$ cat config.mk
export PLATFORM = sky130hd
export DESIGN_NAME = cbm_regs
export DESIGN_NICKNAME = d
export VERILOG_FILES = /design/src/rtl/cbm_pkg.sv /design/src/rtl/cbm_regs.sv
export SDC_FILE = /design/constraint.sdc
export NUM_CORES = 1
export LEC_CHECK = 0
export BUFFER_PORTS_ARGS = -buffer_cell sky130_fd_sc_hd__buf_2
export CELL_PAD_IN_SITES_DETAIL_PLACEMENT = 0
export CELL_PAD_IN_SITES_GLOBAL_PLACEMENT = 1
export CORE_MARGIN = 2
export CORE_UTILIZATION = 35
export DETAILED_ROUTE_END_ITERATION = 10
export PLACE_DENSITY = 0.82
export SLEW_MARGIN = 30
export SYNTH_ARGS = -nofsm -noshare
export SYNTH_HDL_FRONTEND = slang
export SYNTH_SLANG_ARGS = --single-unit
$ cat constraint.sdc
create_clock -name clk -period 3.02 [get_ports clk]
set_input_delay 0.302 -clock clk [delete_from_list [all_inputs] [get_ports clk]]
set_output_delay 0.302 -clock clk [all_outputs]
set_load 0.005 [all_outputs]
$ cat src/rtl/cbm_pkg.sv
// Package: shared types, request codes and constants for the cartridge bank mapper.
`timescale 1ns / 1ps

package cbm_pkg;

    // Request codes
    localparam logic [2:0] REQ_ROM_LO   = 3'd0;
    localparam logic [2:0] REQ_ROM_HI   = 3'd1;
    localparam logic [2:0] REQ_RAM_RD   = 3'd2;
    localparam logic [2:0] REQ_RAM_WR   = 3'd3;
    localparam logic [2:0] REQ_REG_WR   = 3'd4;

    // Register write regions, taken from addr[15:13]
    localparam logic [2:0] REGION_LOCK_ENABLE = 3'd0;  // 0x0000-0x1FFF
    localparam logic [2:0] REGION_ROM_BANK    = 3'd1;  // 0x2000-0x3FFF
    localparam logic [2:0] REGION_RAM_BANK    = 3'd2;  // 0x4000-0x5FFF

    localparam logic [3:0] RAM_ON_CODE   = 4'hA;
    localparam logic [7:0] RAM_OFF_DATA  = 8'hFF;

    localparam int         ROM_AW        = 23;
    localparam logic [4:0] ROM_LOG2_MIN  = 5'd15;
    localparam logic [4:0] ROM_LOG2_MAX  = 5'd23;
    localparam logic [4:0] ROM_LOG2_RST  = 5'd15;
    localparam int         WINDOW_SHIFT  = 14;
    localparam int         RAM_PAGE_BITS = 13;

    localparam int         RAM_BYTES_DEFAULT = 32768;

    typedef struct packed {
        logic [2:0]  req_type;
        logic [15:0] addr;
        logic [7:0]  data;
    } cbm_req_t;

    typedef struct packed {
        logic [22:0] rom_addr;
        logic [7:0]  ram_data;
        logic        ram_enabled;
    } cbm_result_t;

    // Access to cart RAM from the mapping logic
    typedef struct packed {
        logic                     rd;
        logic                     wr;
        logic [7:0]               bank;
        logic [RAM_PAGE_BITS-1:0] offset;
        logic [7:0]               wdata;
    } cbm_ram_cmd_t;

endpackage

$ cat src/rtl/cbm_regs.sv
// Mapping registers, register-write decode and ROM address mapping.
`timescale 1ns / 1ps

module cbm_regs
    import cbm_pkg::*;
(
    input  logic         clk,
    input  logic         rst_n,
    input  logic         accept,
    input  cbm_req_t     req,
    input  logic         cfg_we,
    input  logic [4:0]   cfg_wdata,
    output logic [22:0]  rom_addr,
    output cbm_ram_cmd_t ram_cmd,
    output logic         ram_on,
    output logic         ram_on_next
);

    logic [4:0]  rom_log2_reg;
    logic        locked_reg,   locked_next;
    logic [3:0]  nibble_reg,   nibble_next;
    logic [5:0]  base_reg,     base_next;
    logic [7:0]  select_reg,   select_next;
    logic [7:0]  bank_reg,     bank_next;

    logic [4:0]  log2_clamped;
    logic [23:0] size_bytes;
    logic [22:0] rom_mask;
    logic [22:0] last32k;
    logic [8:0]  hi_bank;
    logic [22:0] rom_raw;

    // Clamp the ROM size and derive mask and last-32K offset
    always_comb
    begin
        if (rom_log2_reg < ROM_LOG2_MIN)
        begin
            log2_clamped = ROM_LOG2_MIN;
        end
        else if (rom_log2_reg > ROM_LOG2_MAX)
        begin
            log2_clamped = ROM_LOG2_MAX;
        end
        else
        begin
            log2_clamped = rom_log2_reg;
        end
        size_bytes = 24'd1 << log2_clamped;
        rom_mask   = 23'(size_bytes - 24'd1);
        last32k    = 23'(size_bytes - 24'h8000);
    end

    // Map the ROM windows
    always_comb
    begin
        hi_bank = {3'd0, base_reg} + {1'b0, select_reg};
        rom_raw = '0;
        case (req.req_type)
            REQ_ROM_LO:
            begin
                if (locked_reg)
                begin
                    rom_raw = {7'd0, req.addr} + {3'd0, base_reg, 14'd0};
                end
                else
                begin
                    rom_raw = {7'd0, req.addr} + last32k;
                end
            end
            REQ_ROM_HI:
            begin
                if (locked_reg)
                begin
                    rom_raw = {9'd0, req.addr[WINDOW_SHIFT-1:0]} + {hi_bank, 14'd0};
                end
                else
                begin
                    rom_raw = {7'd0, req.addr} + last32k;
                end
            end
            default:
            begin
                rom_raw = '0;
            end
        endcase
        rom_addr = rom_raw & rom_mask;
    end

    // Decode register writes
    always_comb
    begin
        locked_next = locked_reg;
        nibble_next = nibble_reg;
        base_next   = base_reg;
        select_next = select_reg;
        bank_next   = bank_reg;
        if (accept && req.req_type == REQ_REG_WR)
        begin
            unique case (req.addr[15:13])
                REGION_LOCK_ENABLE:
                begin
                    if (!locked_reg)
                    begin
                        locked_next = 1'b1;
                    end
                    else
                    begin
                        nibble_next = req.data[3:0];
                    end
                end
                REGION_ROM_BANK:
                begin
                    if (!locked_reg)
                    begin
                        base_next = req.data[5:0];
                    end
                    else
                    begin
                        select_next = req.data;
                    end
                end
                REGION_RAM_BANK:
                begin
                    if (locked_reg)
                    begin
                        bank_next = req.data;
                    end
                end
                default:
                begin
                    // upper regions ignore writes
                end
            endcase
        end
    end

    assign ram_on      = (nibble_reg == RAM_ON_CODE);
    assign ram_on_next = (nibble_next == RAM_ON_CODE);

    // Issue RAM accesses only while the RAM is enabled
    always_comb
    begin
        ram_cmd.rd     = accept && (req.req_type == REQ_RAM_RD) && ram_on;
        ram_cmd.wr     = accept && (req.req_type == REQ_RAM_WR) && ram_on;
        ram_cmd.bank   = bank_reg;
        ram_cmd.offset = req.addr[RAM_PAGE_BITS-1:0];
        ram_cmd.wdata  = req.data;
    end

    // Hold mapping state
    always_ff @(posedge clk or negedge rst_n)
    begin
        if (!rst_n)
        begin
            rom_log2_reg <= ROM_LOG2_RST;
            locked_reg   <= 1'b0;
            nibble_reg   <= '0;
            base_reg     <= '0;
            select_reg   <= '0;
            bank_reg     <= '0;
        end
        else
        begin
            if (cfg_we)
            begin
                rom_log2_reg <= cfg_wdata;
            end
            locked_reg <= locked_next;
            nibble_reg <= nibble_next;
            base_reg   <= base_next;
            select_reg <= select_next;
            bank_reg   <= bank_next;
        end
    end

endmodule

==> flow_metrics.env, run 1 <==
export IMPL_max_freq_mhz=320
export IMPL_die_width_um=109
export IMPL_fin_util=0.457
export IMPL_ys_types=69
export IMPL_worstSkewPairLatency_ns=0.27
export IMPL_rows=38
export IMPL_ys_flop_type="dfrtp_1"
export IMPL_wl_met3_um=266
export IMPL_fin_ws_ns=-0.108
export IMPL_finalNetCount=653
export IMPL_grt_pass1_vias=3528
export IMPL_ios=92
export IMPL_place_gp_congestion=0.879
export IMPL_finalHoldViolCount=0
export IMPL_worst_slew_pin_slew_ns=0.873
export IMPL_top_layer_used="met4"
export IMPL_clkTransAtPathRegs_ns=0.06
export IMPL_netlist_instances=452
export IMPL_overflow=0
export IMPL_cp_top_family="compound AO/OA/AOI/OAI gates"
export IMPL_grt_max_degree=33
export IMPL_finClkSkew_ns=0.00138
export IMPL_dpl_hpwl_mm=8.38
export IMPL_ys_warn_count=0
export IMPL_power_density_mw_per_mm2=309
export IMPL_routed_via_density=5.22
export IMPL_drive_gt1_frac=0.387
export IMPL_fillers=1052
export IMPL_start_kind="flop"
export IMPL_cp_num_cells=12
export IMPL_finalCriticalPeriod_ns=3.13
export IMPL_antennaDiodeCount=0
export IMPL_ys_seq_area_frac=0.207
export IMPL_area_growth_pct=27.4
export IMPL_num_vias=3676
export IMPL_start_util=0.359
export IMPL_die_area_mm2=0.0120
export IMPL_final_cell_count_no_fill=704
export IMPL_grt_pass1_wl_mm=17.2
export IMPL_cp_cell_sequence="nor2_1 > buf_4 > nand4_1 > buf_6 > ha_4 > nor3_4 > nand2_1 > o211ai_1 > o21ai_2 > xnor2_2 > a2111oi_4 > buf_2"
export IMPL_cp_arrival_ns=2.83
export IMPL_violations="setup timing"
export IMPL_cts_tree="yes"
export IMPL_synthArstFlopShare=1.00
export IMPL_cts_hold_buffers=0
export IMPL_grt_total_usage=0.181
export IMPL_met2RoutedLength_mm=5.47
export IMPL_cts_htree_levels=2
export IMPL_crit_type="reg2out"
export IMPL_register_area_um2=806
export IMPL_max_cap_viol_count=0
export IMPL_slew_viol_final=0
export IMPL_vdd_ir_drop_max_v=0.000442
export IMPL_cts_buffers=5
export IMPL_required_ns=2.72
export IMPL_wl_per_cell_um=15.5
export IMPL_rr_worst_depth=4
export IMPL_period_share=1.04
export IMPL_core_mm2=0.0108
export IMPL_synth_edf_count=0
export IMPL_dr_pass1_iters=5
export IMPL_status="finished with violations"
export IMPL_cp_max_fo=6
export IMPL_routed_wl_mm=10.9
export IMPL_met1_length_mm=5.01
export IMPL_io_buffers=91
export IMPL_cpPeakStageDelay_ns=0.56
export IMPL_syn_area_mm2=0.00389
export IMPL_slowest_stage="dfstp_2"
export IMPL_p_leak_nw=2.46
export IMPL_dpl_cell_count=680
export IMPL_cts_sinks=32
export IMPL_setup_violations=3
export IMPL_hp_class="in2async"
export IMPL_slew_headroom=0.411
export IMPL_ys_ff_latch=32
export IMPL_synth_avg_cell_area_um2=8.61
export IMPL_multi_input_area_mm2=0.00308
export IMPL_crit_path_end_kind="output pin"
export IMPL_root_buffer="clkbuf_8"
export IMPL_crit_buf_inv=3
export IMPL_drc=0
export IMPL_antenna_found_initial=0
export IMPL_ant_nets=0
export IMPL_total_power_mw=1.53
export IMPL_rsz0062_at_grt="true"
export IMPL_clk_path_buf_depth=2
export IMPL_die_y_um=109
export IMPL_first_iter_violations=143
-- cell families (layout without fill, tap and decap cells) --
group,Yosys count,after routing,share of synthesized area
other cells,2,17,0.00193
fa+ha+maj,54,54,0.179
buf+inv,58,155,0.0785
xor+xnor,23,23,0.0518
compound gates,113,113,0.198
mux,36,36,0.102
flops,32,32,0.207
simple gates,134,134,0.181
-- layout make-up --
| cell class | count | area share |
|---|---|---|
| multi-input combinational | 377 | 0.622 |
| sequential | 32 | 0.163 |
| timing repair buffer | 124 | 0.144 |
| tap | 140 | 0.0353 |
| clock buffer | 8 | 0.0182 |
| inverter | 23 | 0.0179 |
-- Yosys cell counts, types with 2 or more instances --
| cell type | number | area, um^2 |
|---|---|---|
| and3_1 | 3 | 18.8 |
| ha_1 | 51 | 638 |
| xnor2_1 | 14 | 123 |
| mux2_2 | 30 | 338 |
| conb_1 | 2 | 7.51 |
| nand3_1 | 21 | 105 |
| o211ai_1 | 3 | 22.5 |
| o21bai_1 | 5 | 37.5 |
| nand2_1 | 37 | 139 |
| fa_1 | 3 | 60.1 |
| a21boi_0 | 3 | 22.5 |
| or2_2 | 2 | 12.5 |
| nor2_1 | 27 | 101 |
| o21a_1 | 3 | 22.5 |
| o31ai_1 | 3 | 22.5 |
| inv_1 | 23 | 86.3 |
| o21ai_1 | 2 | 10.0 |
| a211o_1 | 2 | 17.5 |
| a21oi_1 | 35 | 175 |
| mux2i_1 | 6 | 60.1 |
| nand4_1 | 6 | 37.5 |
| a21o_1 | 11 | 82.6 |
| dfstp_2 | 4 | 105 |
| a31oi_1 | 2 | 12.5 |
| nor2b_1 | 6 | 37.5 |
| dfrtp_1 | 28 | 701 |
| a211oi_1 | 5 | 37.5 |
| and4_1 | 2 | 17.5 |
| nor3_1 | 8 | 40.0 |
| nor4b_1 | 2 | 17.5 |
| xor2_1 | 9 | 78.8 |
| a22oi_1 | 4 | 30.0 |
| and2_1 | 2 | 12.5 |
| buf_4 | 21 | 158 |
| clkbuf_1 | 11 | 41.3 |
| or2_1 | 2 | 12.5 |
| o21ai_0 | 17 | 85.1 |
| nand2b_1 | 6 | 37.5 |
-- worst reg2reg max path: cells and delay by family (launching register included) --
family / cells / cell delay [ns]
multiplexers: 1 / 0.41
flip-flops: 1 / 0.34
AND/OR/NAND/NOR: 1 / 0.66
buffers and inverters: 2 / 0.31
-- placed cells by master, fill, tap and decap left out, drive strengths merged, types with 4 or more instances in the layout --
cell type  instances
nand3             21
buf              124
dfrtp             28
conb              17
a21o              11
nor2              28
and3               4
o211ai             4
nor2b              7
clkbuf             8
or2                4
o21bai             5
ha                51
o21ai             19
mux2              30
a22oi              4
xor2               9
inv               23
nor3               9
nand2             37
a21oi             37
xnor2             14
nand2b             6
dfstp              4
mux2i              6
nand4              6
a211oi             5
-- metrics by stage --
stage	area, um^2	worst slack, ns	setup TNS (ns)	hold slack [ns]
6_report	4960	-0.108	-0.246	0.0771
5_1_grt	4960	-0.217	-0.655	0.138
4_1_cts	4780	-0.0722	-0.170	0.0988
3_5_place_dp	4490	-0.0540	-0.0967	0.398
3_3_place_gp	4490	-0.0194	-0.0194	0.374
2_1_floorplan	3950	0.137	0	0.00641
-- metal layers --
layer  up-vias  track usage
met2        77        0.313
met1      1761        0.238
met5         -            0
met3        14       0.0172
met4         0       0.0542
li1       1824            -
-- power breakdown --
group          switching (mW)  total, mW  internal (mW)  leakage (nW)
clock                   0.145      0.330          0.186        0.0455
sequential             0.0302      0.506          0.475         0.412
combinational           0.364      0.696          0.332          2.00
total                   0.539       1.53          0.993          2.46
-- final timing paths --
check	from	endpoint	slack, ns
setup / recovery	rom_log2_reg[2]	rom_addr[21]	-0.11
hold / removal	rst_n	bank_reg[7]	0.08
setup reg to reg	locked_reg	bank_reg[6]	1.19
hold reg to reg	bank_reg[5]	bank_reg[5]	0.50
max in group asynchronous	rst_n	locked_reg	2.48
min in group clk	cfg_wdata[2]	rom_log2_reg[2]	0.26
-- what timing repair did --
item                                    in CTS  in global routing
buffers inserted                            10                  6
pin swaps                                   18                 32
endpoints found under the setup margin       4                  4
resized for setup                           23                 31
No activity file was read; power rests on OpenSTA's default activity.
==> run 2, diff against run 1 <==
--- a/config.mk
+++ b/config.mk
@@ -12,6 +12,7 @@
 export CORE_UTILIZATION = 35
 export DETAILED_ROUTE_END_ITERATION = 10
 export PLACE_DENSITY = 0.82
+export REMOVE_ABC_BUFFERS = 1
 export SLEW_MARGIN = 30
 export SYNTH_ARGS = -nofsm -noshare
 export SYNTH_HDL_FRONTEND = slang
==> run 2 against run 1 <==
- the flow still finishes with violations (setup timing)
- combinational power decreased by 9.2%
- sequential power about the same
- first-iteration DRC count decreased by 19%
- critical endpoint is now rom_addr[22]
- largest cell class unchanged
- largest power group unchanged
- highest routed layer unchanged
==> flow_metrics.env, run 2 (same netlist as run 1, synthesis figures left out) <==
export IMPL_cts_htree_levels=2
export IMPL_cp_cell_sequence="nor2_4 > nand4_1 > buf_4 > ha_1 > a21o_1 > a21oi_2 > and4_1 > a22oi_2 > xnor2_1 > o32ai_1 > buf_2"
export IMPL_required_ns=2.72
export IMPL_rsz0062_at_grt="true"
export IMPL_finalNetCount=643
export IMPL_setup_violations=1
export IMPL_cts_tree="yes"
export IMPL_period_share=1.01
export IMPL_worst_slew_pin_slew_ns=0.804
export IMPL_ios=92
export IMPL_dr_pass1_iters=5
export IMPL_cp_arrival_ns=2.76
export IMPL_area_growth_pct=22.5
export IMPL_start_util=0.359
export IMPL_rows=38
export IMPL_start_kind="flop"
export IMPL_routed_wl_mm=10.4
export IMPL_first_iter_violations=116
export IMPL_grt_total_usage=0.174
export IMPL_layout_commonest_cell="buf_2"
export IMPL_grt_max_degree=33
export IMPL_p_leak_nw=2.38
export IMPL_num_vias=3592
export IMPL_power_density_mw_per_mm2=307
export IMPL_crit_path_end_kind="output pin"
export IMPL_crit_buf_inv=2
export IMPL_grt_pass1_vias=3415
export IMPL_antennaDiodeCount=0
export IMPL_finClkSkew_ns=0.00946
export IMPL_root_buffer="clkbuf_8"
export IMPL_grt_pass1_wl_mm=16.7
export IMPL_drc=0
export IMPL_clk_path_buf_depth=2
export IMPL_cts_hold_buffers=0
export IMPL_cts_sinks=32
export IMPL_wl_per_cell_um=15.0
export IMPL_cts_buffers=5
export IMPL_final_cell_count_no_fill=694
export IMPL_io_buffers=91
export IMPL_worstSkewPairLatency_ns=0.29
export IMPL_crit_type="reg2out"
export IMPL_final_cell_mix="buf_2 (91), ha_1 (46), nand2_1 (35), mux2_2 (30), a21oi_1 (29)"
export IMPL_cp_num_cells=11
export IMPL_total_power_mw=1.46
export IMPL_cp_top_family="compound AO/OA/AOI/OAI gates"
export IMPL_ant_nets=0
export IMPL_violations="setup timing"
export IMPL_slowest_stage="dfstp_2"
export IMPL_clkTransAtPathRegs_ns=0.08
export IMPL_fin_ws_ns=-0.0420
export IMPL_slew_headroom=0.458
export IMPL_drive_gt1_frac=0.357
export IMPL_finalCriticalPeriod_ns=3.06
export IMPL_die_area_mm2=0.0120
export IMPL_dpl_hpwl_mm=8.25
export IMPL_cpPeakStageDelay_ns=0.40
export IMPL_max_freq_mhz=327
export IMPL_finalHoldViolCount=0
export IMPL_die_y_um=109
export IMPL_vdd_ir_drop_max_v=0.000254
export IMPL_core_mm2=0.0108
export IMPL_overflow=0
export IMPL_hp_class="in2async"
export IMPL_slew_viol_final=0
export IMPL_status="finished with violations"
export IMPL_rr_worst_depth=4
export IMPL_antenna_found_initial=0
export IMPL_die_width_um=109
export IMPL_cp_max_fo=6
export IMPL_routed_via_density=5.18
export IMPL_place_gp_congestion=0.829
export IMPL_setup_tns_ns=-0.0420
export IMPL_max_cap_viol_count=0
export IMPL_dpl_cell_count=680
-- run 2: report_power, final --
part           internal (mW)  total [mW]  switching (mW)
sequential             0.475       0.508          0.0329
combinational          0.299       0.632           0.334
clock                  0.160       0.323           0.162
total                  0.934        1.46           0.529
-- run 2: worst reg2reg max path, cell delays in order, from the launching register on --
cell	delay, ns
dfrtp_1	0.36
inv_1	0.08
buf_4	0.22
nor4b_4	0.65
mux2_2	0.41
-- run 2: per-layer routing --
| layer | GRT usage | routed length [um] |
|---|---|---|
| met1 | 0.231 | 4780 |
| met3 | 0.0160 | 362 |
| met4 | 0.0316 | 127 |
| met5 | 0 | 0 |
| met2 | 0.308 | 5160 |
-- run 2: worst paths after layout --
kind / start / endpoint / slack [ns]
hold reg to reg: bank_reg[3] / bank_reg[3] / 0.50
hold / removal: rst_n / bank_reg[1] / 0.06
min in group clk: cfg_wdata[4] / rom_log2_reg[4] / 0.25
max in group asynchronous: rst_n / rom_log2_reg[4] / 2.46
setup reg to reg: locked_reg / bank_reg[2] / 1.18
setup / recovery: rom_log2_reg[2] / rom_addr[22] / -0.04
-- run 2: stage by stage --
step	hold WS [ns]	util	area, um^2	setup WS, ns
floorplan	0.00641	-	3730	0.319
global placement	0.390	0.414	4490	0.0628
detailed placement	0.397	0.414	4490	0.0155
CTS	0.0789	0.438	4750	-0.0493
global route	0.129	0.440	4770	-0.187
finish	0.0641	0.440	4770	-0.0420
-- run 2: area by class of cell --
cell class	instances	area [um^2]
fill	1091	6070
multi-input combinational	377	2980
sequential	32	807
timing repair buffer	114	628
tap	140	175
inverter	23	86.3
clock buffer	5	68.8
clock inverter	3	18.8
-- run 2: what timing repair did --
item                       CTS  global route
setup endpoints to repair    3             4
buffers inserted             5             1
gates resized for setup     27             4
pin swaps                   12             5
==> run 3, diff against run 2 <==
--- a/config.mk
+++ b/config.mk
@@ -11,7 +11,7 @@
 export CORE_MARGIN = 2
 export CORE_UTILIZATION = 35
 export DETAILED_ROUTE_END_ITERATION = 10
-export PLACE_DENSITY = 0.82
+export PLACE_DENSITY = 0.84
 export REMOVE_ABC_BUFFERS = 1
 export SLEW_MARGIN = 30
 export SYNTH_ARGS = -nofsm -noshare
==> constraint.sdc (replaced) <==
create_clock -name clk -period 2.7 [get_ports clk]
set_input_delay 0.27 -clock clk [delete_from_list [all_inputs] [get_ports clk]]
set_output_delay 0.27 -clock clk [all_outputs]
set_load 0.005 [all_outputs]
==> run 3 against run 2 <==
- the flow still finishes with violations (setup timing)
- non-clock buffer count up 39
- setup slack worse by 0.39 ns
- flip-flop and latch count unchanged
==> flow_metrics.env, run 3 (same netlist as run 1, synthesis figures left out) <==
export IMPL_worst_slew_pin_slew_ns=0.720
export IMPL_cts_hold_buffers=0
export IMPL_die_area_mm2=0.0120
export IMPL_drc=0
export IMPL_postPlaceCellArea_mm2=0.00473
export IMPL_rows=38
export IMPL_routed_wl_mm=11.0
export IMPL_max_freq_mhz=319
export IMPL_finalNetCount=682
export IMPL_cts_tree="yes"
export IMPL_cp_max_fo=6
export IMPL_combPwrFrac=0.468
export IMPL_routed_via_density=5.15
export IMPL_required_ns=2.43
export IMPL_grt_max_degree=33
export IMPL_cts_htree_levels=2
export IMPL_io_buffers=91
export IMPL_reg2reg_from="locked_reg"
export IMPL_violations="setup timing"
export IMPL_max_cap_viol_count=0
export IMPL_cp_top_family="compound AO/OA/AOI/OAI gates"
export IMPL_dpl_cell_count=712
export IMPL_slew_headroom=0.514
export IMPL_cts_buffers=5
export IMPL_clk_path_buf_depth=2
export IMPL_hp_class="in2async"
export IMPL_timing_rr_end="bank_reg[4]"
export IMPL_crit_path_end_kind="output pin"
export IMPL_setup_tns_ns=-1.27
export IMPL_die_y_um=109
export IMPL_layout_commonest_cell="buf_2"
export IMPL_design_area_mm2=0.00519
export IMPL_first_iter_violations=89
export IMPL_dr_pass1_iters=5
export IMPL_cpPeakStageDelay_ns=0.55
export IMPL_total_power_mw=1.76
export IMPL_dpl_hpwl_mm=8.51
export IMPL_rr_worst_depth=4
export IMPL_p_seq_frac=0.320
export IMPL_final_cell_mix="buf_2 (91), buf_4 (57), ha_1 (41), nand2_1 (33), mux2_2 (30)"
export IMPL_num_vias=3776
export IMPL_period_share=1.16
export IMPL_core_mm2=0.0108
export IMPL_antenna_found_initial=0
export IMPL_worstSkewPairLatency_ns=0.28
export IMPL_ant_nets=0
export IMPL_area_growth_pct=33.4
export IMPL_grt_pass1_wl_mm=17.5
export IMPL_grt_pass1_vias=3717
export IMPL_status="finished with violations"
export IMPL_slowest_stage="dfstp_2"
export IMPL_setup_violations=6
export IMPL_r2r_slack_ns=0.88
export IMPL_dp_slack_ns=-0.230
export IMPL_ios=92
export IMPL_place_gp_congestion=0.842
export IMPL_cts_sinks=32
export IMPL_wl_per_cell_um=15.1
export IMPL_vdd_ir_drop_max_v=0.000318
export IMPL_rsz0062_at_grt="true"
export IMPL_antennaDiodeCount=0
export IMPL_power_switching_uw=632
export IMPL_start_util=0.359
export IMPL_p_leak_nw=2.59
export IMPL_root_buffer="clkbuf_8"
export IMPL_slew_viol_final=0
export IMPL_cp_cell_sequence="nor2_1 > buf_4 > nand4_1 > buf_6 > ha_4 > nor3_4 > nand2_1 > o211ai_1 > o21ai_2 > xnor2_2 > a2111oi_2 > buf_2"
export IMPL_finalCriticalPeriod_ns=3.13
export IMPL_fin_ws_ns=-0.433
export IMPL_overflow=0
export IMPL_p_int_mw=1.13
export IMPL_die_width_um=109
export IMPL_final_cell_count_no_fill=733
export IMPL_start_kind="flop"
export IMPL_whs_ns=0.0382
export IMPL_clock_power_share=0.212
export IMPL_clkTransAtPathRegs_ns=0.07
export IMPL_finalHoldViolCount=0
export IMPL_grt_total_usage=0.182
export IMPL_finClkSkew_ns=0.00415
export IMPL_power_density_mw_per_mm2=339
export IMPL_drive_gt1_frac=0.427
export IMPL_cp_arrival_ns=2.86
export IMPL_fin_util=0.479
export IMPL_crit_buf_inv=3
export IMPL_switching_share=0.360
export IMPL_crit_type="reg2out"
run 3: worst max-delay path by stage:
stage | startpoint | to | cells past startpoint
3_3_place_gp | rom_log2_reg[1] | rom_addr[22] | 11
4_1_cts | rom_log2_reg[1] | rom_addr[22] | 13
2_1_floorplan | rom_log2_reg[1] | rom_addr[22] | 10
6_report | rom_log2_reg[2] | rom_addr[21] | 12
5_1_grt | rom_log2_reg[4] | rom_addr[21] | 12
3_5_place_dp | rom_log2_reg[1] | rom_addr[22] | 11
run 3: layout make-up:
cell class / instances / area (um^2)
multi-input cells: 377 / 3090
fillers: 1074 / 5650
well taps: 140 / 175
clock inverters: 3 / 23.8
clock buffers: 5 / 68.8
inverters: 23 / 86.3
repair buffers: 153 / 940
flip-flops and latches: 32 / 807
run 3: timing repair:
item / 4_1_cts / 5_1_grt
setup endpoints to repair: 6 / 6
endpoints found under the hold margin: 0 / 0
buffers inserted: 4 / 12
pin swaps: 8 / 30
gates resized for setup: 16 / 41
run 3: power by group through the flow:
| stage | registers, mW | logic, mW | clock network, mW |
|---|---|---|---|
| after floorplan | 0.572 | 0.436 | 0 |
| after global placement | 0.567 | 0.688 | 0 |
| after detailed placement | 0.570 | 0.697 | 0 |
| after CTS | 0.562 | 0.726 | 0.385 |
| after global routing | 0.570 | 0.909 | 0.404 |
| final | 0.563 | 0.823 | 0.372 |
run 3: routing by layer:
metal  up-vias  part of all wire  wire length [um]  global-route usage
met2        81              0.49              5430               0.313
met4         0             0.025               272              0.0515
li1       1886                 -                 -                   -
met1      1788              0.46              5020               0.242
met3        21             0.028               311              0.0172
met5         -                 0                 0                   0
